<file path="src/design/stnt_pkg.sv">
// Shared types and constants for the spatial table with nearest-threat search.
// Word layouts, command and status codes, and the controller/datapath interface.
// No dependencies.
package stnt_pkg;

	localparam int COORD_BITS  = 16;
	localparam int KIND_BITS   = 3;
	localparam int UID_BITS    = 32;
	localparam int RAD_BITS    = 16;
	localparam int DIST_BITS   = 2 * COORD_BITS + 2;

	localparam logic [KIND_BITS-1:0] KIND_OBSTACLE = '0;

	typedef enum logic [1:0] {
		CMD_PUSH    = 2'd0,
		CMD_PRUNE   = 2'd1,
		CMD_CLOSEST = 2'd2,
		CMD_LIST    = 2'd3
	} cmd_t;

	typedef enum logic [1:0] {
		ST_OK   = 2'd0,
		ST_FULL = 2'd1,
		ST_NONE = 2'd2
	} status_t;

	typedef enum logic [1:0] {
		EMIT_NONE  = 2'd0,
		EMIT_EMPTY = 2'd1,
		EMIT_PUSH  = 2'd2,
		EMIT_ENTRY = 2'd3
	} emit_t;

	typedef struct packed {
		cmd_t                          command;
		logic [KIND_BITS-1:0]          entity_type;
		logic signed [COORD_BITS-1:0]  pos_x;
		logic signed [COORD_BITS-1:0]  pos_y;
		logic signed [COORD_BITS-1:0]  pos_z;
		logic [RAD_BITS-1:0]           radius;
	} in_word_t;

	typedef struct packed {
		status_t                       status;
		logic                          found;
		logic [UID_BITS-1:0]           uid;
		logic [KIND_BITS-1:0]          kind;
		logic signed [COORD_BITS-1:0]  out_x;
		logic signed [COORD_BITS-1:0]  out_y;
		logic signed [COORD_BITS-1:0]  out_z;
		logic [RAD_BITS-1:0]           safety_radius;
		logic                          active;
		logic                          last;
	} out_word_t;

	typedef struct packed {
		logic [UID_BITS-1:0]           uid;
		logic [KIND_BITS-1:0]          kind;
		logic signed [COORD_BITS-1:0]  x;
		logic signed [COORD_BITS-1:0]  y;
		logic signed [COORD_BITS-1:0]  z;
		logic [RAD_BITS-1:0]           radius;
		logic                          active;
	} entry_t;

	typedef struct packed {
		logic     load;
		logic     walk_clear;
		logic     issue;
		logic     push_commit;
		logic     prune_commit;
		emit_t    emit;
		status_t  emit_status;
		logic     emit_last;
	} ctrl_t;

	typedef struct packed {
		cmd_t  cmd;
		logic  out_free;
		logic  busy;
		logic  full;
		logic  hit;
		logic  any;
		logic  rd_match;
	} stat_t;

	function automatic logic [COORD_BITS-1:0] abs_diff(
		input logic signed [COORD_BITS-1:0] a,
		input logic signed [COORD_BITS-1:0] b
	);
		logic [COORD_BITS:0] d;
		logic [COORD_BITS:0] m;
		d = {a[COORD_BITS-1], a} - {b[COORD_BITS-1], b};
		m = d[COORD_BITS] ? (~d + 1'b1) : d;
		return m[COORD_BITS-1:0];
	endfunction

endpackage

</file>
<file path="src/design/stnt_ctrl.sv">
// Controller: sequences push, prune walk, closest search and list emission.
// Depends on stnt_pkg; drives stnt_dp through ctrl_t and reads stat_t.
module stnt_ctrl #(
	parameter int TABLE_DEPTH = 32,
	localparam int IW   = (TABLE_DEPTH > 1) ? $clog2(TABLE_DEPTH) : 1,
	localparam int CNTW = $clog2(TABLE_DEPTH + 1)
) (
	input  logic            clk,
	input  logic            arst_n,
	input  logic            item_valid,
	output logic            item_ready,
	input  stnt_pkg::stat_t stat,
	input  logic [CNTW-1:0] count,
	input  logic [IW-1:0]   best_idx,
	input  logic [IW-1:0]   last_idx,
	output stnt_pkg::ctrl_t cmd,
	output logic [IW-1:0]   rd_addr
);

	typedef enum logic [3:0] {
		S_IDLE,
		S_START,
		S_WALK,
		S_DRAIN,
		S_FETCH,
		S_HIT,
		S_LIST,
		S_PUSH,
		S_EMPTY
	} state_t;

	state_t          state_q, state_d;
	logic [CNTW-1:0] idx_q, idx_d;
	logic [CNTW-1:0] idx_nx;

	assign idx_nx     = idx_q + 1'b1;
	assign item_ready = (state_q == S_IDLE);

	always_comb begin
		state_d         = state_q;
		idx_d           = idx_q;
		rd_addr         = idx_q[IW-1:0];
		cmd             = '0;
		cmd.emit        = stnt_pkg::EMIT_NONE;
		cmd.emit_status = stnt_pkg::ST_OK;
		unique case (state_q)
			S_IDLE: begin
				if (item_valid) begin
					cmd.load = 1'b1;
					state_d  = S_START;
				end
			end
			S_START: begin
				if (stat.cmd == stnt_pkg::CMD_PUSH) begin
					state_d = S_PUSH;
				end else begin
					cmd.walk_clear = 1'b1;
					idx_d          = '0;
					state_d        = S_WALK;
				end
			end
			S_WALK: begin
				if (idx_q < count) begin
					cmd.issue = 1'b1;
					idx_d     = idx_nx;
				end else begin
					state_d = S_DRAIN;
				end
			end
			S_DRAIN: begin
				if (!stat.busy) begin
					priority if (stat.cmd == stnt_pkg::CMD_CLOSEST && stat.hit) begin
						idx_d   = CNTW'(best_idx);
						state_d = S_FETCH;
					end else if (stat.cmd == stnt_pkg::CMD_LIST && stat.any) begin
						idx_d   = '0;
						state_d = S_FETCH;
					end else begin
						state_d = S_EMPTY;
					end
				end
			end
			S_FETCH: begin
				state_d = (stat.cmd == stnt_pkg::CMD_CLOSEST) ? S_HIT : S_LIST;
			end
			S_HIT: begin
				if (stat.out_free) begin
					cmd.emit      = stnt_pkg::EMIT_ENTRY;
					cmd.emit_last = 1'b1;
					state_d       = S_IDLE;
				end
			end
			S_LIST: begin
				if (stat.rd_match) begin
					if (stat.out_free) begin
						cmd.emit      = stnt_pkg::EMIT_ENTRY;
						cmd.emit_last = (idx_q[IW-1:0] == last_idx);
						if (idx_q[IW-1:0] == last_idx) begin
							state_d = S_IDLE;
						end else begin
							idx_d   = idx_nx;
							rd_addr = idx_nx[IW-1:0];
						end
					end
				end else begin
					idx_d   = idx_nx;
					rd_addr = idx_nx[IW-1:0];
				end
			end
			S_PUSH: begin
				if (stat.out_free) begin
					if (stat.full) begin
						cmd.emit        = stnt_pkg::EMIT_EMPTY;
						cmd.emit_status = stnt_pkg::ST_FULL;
					end else begin
						cmd.push_commit = 1'b1;
						cmd.emit        = stnt_pkg::EMIT_PUSH;
					end
					state_d = S_IDLE;
				end
			end
			S_EMPTY: begin
				if (stat.out_free) begin
					cmd.emit = stnt_pkg::EMIT_EMPTY;
					if (stat.cmd == stnt_pkg::CMD_PRUNE) begin
						cmd.prune_commit = 1'b1;
						cmd.emit_status  = stnt_pkg::ST_OK;
					end else begin
						cmd.emit_status  = stnt_pkg::ST_NONE;
					end
					state_d = S_IDLE;
				end
			end
			default: begin
				state_d = S_IDLE;
			end
		endcase
	end

	always_ff @(posedge clk or negedge arst_n) begin
		if (!arst_n) begin
			state_q <= S_IDLE;
			idx_q   <= '0;
		end else begin
			state_q <= state_d;
			idx_q   <= idx_d;
		end
	end

endmodule

</file>
<file path="config.mk">
export PLATFORM = sky130hd
export DESIGN_NAME = stnt_ctrl
export DESIGN_NICKNAME = d
export VERILOG_FILES = /design/src/design/stnt_pkg.sv /design/src/design/stnt_ctrl.sv
export SDC_FILE = /design/constraint.sdc
export NUM_CORES = 1
export LEC_CHECK = 0
export ABC_AREA = 0
export BUFFER_PORTS_ARGS = -buffer_cell sky130_fd_sc_hd__buf_2
export CAP_MARGIN = 0
export CELL_PAD_IN_SITES_DETAIL_PLACEMENT = 0
export CELL_PAD_IN_SITES_GLOBAL_PLACEMENT = 1
export CORE_MARGIN = 5
export CORE_UTILIZATION = 39
export CTS_CLUSTER_DIAMETER = 60
export CTS_CLUSTER_SIZE = 8
export DETAILED_ROUTE_END_ITERATION = 10
export PLACE_DENSITY_LB_ADDON = 0.1
export RECOVER_POWER = 100
export SYNTH_ARGS = -nofsm -noshare
export SYNTH_HDL_FRONTEND = slang
export SYNTH_SLANG_ARGS = --single-unit
export TNS_END_PERCENT = 100
</file>
<file path="constraint.sdc">
create_clock -name clk -period 6.8 [get_ports clk]
set_clock_uncertainty 0.05 [all_clocks]
set_input_delay 0.34 -clock clk [delete_from_list [all_inputs] [get_ports clk]]
set_output_delay 0.34 -clock clk [all_outputs]
set_load 0.05 [all_outputs]
</file>
==> flow_summary.yaml <==
run_status:
  outcome: "finished clean"
worst_setup_path:
  start_kind: "flip-flop"
  cpLargestDelayFamily: "compound AO/OA/AOI/OAI gates"
  crit_fanout: 8
  cp.arrival_ns: 3.16
  path_buf_inv: 0
  slowest_stage: "a211oi_1"
  cp.required_ns: 6.89
  end_kind: "flip-flop"
  critPathMaxStageDelay_ns: 0.92
  critPathKind: "flip-flop to flip-flop"
  cp_cell_sequence: "ha_1, and3_1, a221o_1, a31o_1, a211oi_1, mux2_4"
die:
  rows: 20
  die_w_um: 66.4
  pin_count: 43
  start_util_pct: 40.6
  core_um2: 3050
  chipHeight_um: 66.4
  fp.dieArea_um2: 4410
logic_synthesis:
  yosysSeqAreaShare_pct: 20.2
  yosys.area.top_type: "dfrtp_1"
  netlist_area_um2: 1240
  async_flop_share_pct: 100
  ys_ff_latch: 10
  synthFlopType: "dfrtp_1"
  syn_inst: 143
  synth_nets: 176
  synth_top_area_share_pct: 20.2
  avgSynthCellArea_um2: 8.67
  synth_edf_count: 0
  ys_warn_count: 0
  synth_cell_types: 50
  synth_area_leaders: "dfrtp_1 20%, ha_1 6.1%, mux2_4 6.1%"
clock_network:
  clockBufferDepth: 2
  cts_buffers: 3
  path_clk_slew_ns: 0.06
  post-cts-setup-buffers: 0
  cts_resized: 0
  cts_sinks: 10
  htree_levels: 1
  cts_tree: "done"
  clkLatencyLatePin_ns: 0.26
  clockRootBuffer: "clkbuf_4"
timing:
  finalHoldViolCount: 0
  final.min_clock_period_ns: 3.07
  slew_headroom_pct: 26.2
  finalSetupViolCount: 0
  fmax_mhz: 326
  min_period_over_period_pct: 45.1
  layout_setup_ws_ns: 3.73
  rsz0062_at_grt: "false"
  tns_ns: 0
  maxSlewViolCount: 0
  worst_slew_pin_slew_ns: 1.10
worst_hold_path:
  hold_class: "input port to flip-flop"
place:
  dp_slack_ns: 4.21
  globalplace.congestion: 0.717
  place_area_um2: 1470
  dp_hpwl_um: 2530
  port_buffers: 42
power:
  power_w: 0.000559
  ir_worst_vdd_mv: 0.144
  leakagePower_nw: 0.715
  p_per_area_nw_per_um2: 378
global_route:
  antenna_found_initial: 0
  grt_pass1_wl_um: 4930
  grt_max_degree: 19
  gr-total-overflow: 0
  grt_pass1_vias: 1122
  grt.total_usage_pct: 14.5
routing:
  wl_per_cell_um: 13.4
  drc: 0
  firstDrtPassIters: 4
  dr.max_layer_used: "met4"
  drt_first_iter_violations: 49
  drtAntennaViolNets: 0
  routed-wl-met3_um: 106
  drt_wl_total_um: 3040
  num_vias: 1192
  met1_length_um: 1480
  drt-vias-per-instance: 5.27
  wl_met2_um: 1430
cells_and_area:
  areaGrowthSynthToFinish_pct: 19.2
  layout-drive-gt1-share_pct: 24.7
  final_common_cell: "buf_2"
  final_area_um2: 1480
  antennaDiodeCount: 0
  final_cell_mix: "27 x buf_2, 15 x clkbuf_1, 12 x nand2_1"
  fin_nets: 216
flow_run:
  cap_viol_max_count: 0
## synthesized netlist by cell type, types with 3 or more instances
cell type and instances:
nand2_1 12, dfrtp_1 10, inv_1 9, a21oi_1 8, nor3_1 8, nand3_1 7, ha_1 6, xnor2_1 6
xor2_1 6, mux2_4 5, a22o_1 4, clkbuf_1 4, mux2i_1 4, nand2b_1 4, nor2_1 4, mux2_2 3
o21ai_0 3
## power by group
group	total [W]	internal (W)	leakage, nW	switching [W]
combinational	0.000359	0.000138	0.561	0.000220
sequential	0.000148	0.0000809	0.133	0.0000671
clock	0.0000522	0.0000325	0.0210	0.0000197
## stage by stage
stage | std cells | util, % | hold slack (ns)
3_5_place_dp | 221 | 48.2 | 0.161
5_1_grt | 226 | 48.4 | 0.361
3_3_place_gp | 221 | 48.2 | 0.158
4_1_cts | 226 | 49.8 | 0.355
6_report | 226 | 48.4 | 0.365
2_1_floorplan | 143 | - | -0.00559
## worst reg2reg max path: stages (launching register included)
cell and delay, ns:
dfrtp_1 0.54, ha_1 0.30, and3_1 0.19, a221o_1 0.37, a31o_1 0.23, a211oi_1 0.92, mux2_4 0.35
## registers in the layout, summed over array words and instances (netlist names)
name and count:
idx_q 6, state_q 4
## cell families (layout without fill, tap and decap cells)
logic type                 count (synthesis)  in the layout  synth area share [%]
buffers and inverters                     18             57                  6.76
DFF                                       10             10                  20.2
and+or+nand+nor                           50             50                  23.7
xor gates and xnor gates                  12             12                  8.48
AOI/OAI and AO/OA                         35             35                  22.8
muxes                                     12             12                  12.0
adders and majority gates                  6              6                  6.05
## cell type report
cell class | count | area (um2)
Clock buffer | 4 | 36.3
Fill cell | 341 | 1580
Inverter | 10 | 51.3
Multi-Input combinational cell | 115 | 883
Sequential cell | 10 | 250
Tap cell | 44 | 55.1
Timing Repair Buffer | 43 | 201
## metal layers
layer | track usage (%) | vias up
met3 | 1.36 | 2
li1 | - | 606
met2 | 22.8 | 28
met4 | 7.11 | 0
met5 | 0 | -
met1 | 19.7 | 556
## timing repair
| item | 4_1_cts | 5_1_grt |
|---|---|---|
| hold buffers | 1 | 0 |
| endpoints found under the hold margin | 10 | 0 |
| endpoints found under the setup margin | 0 | 0 |
## path summary, 6_finish.rpt
| path | from | to | slack (ns) | cells after the start |
|---|---|---|---|---|
| max | idx_q[3] | idx_q[3] | 3.73 | 6 |
| min | best_idx[0] | idx_q[0] | 0.37 | 3 |
| max reg2reg | idx_q[3] | idx_q[3] | 3.73 | 6 |
| min reg2reg | idx_q[5] | idx_q[5] | 0.53 | 2 |
| max in group asynchronous | arst_n | idx_q[5] | 5.85 | 2 |
| min in group asynchronous | arst_n | state_q[3] | 0.50 | 2 |
No activity file was read; power rests on OpenSTA's default activity.
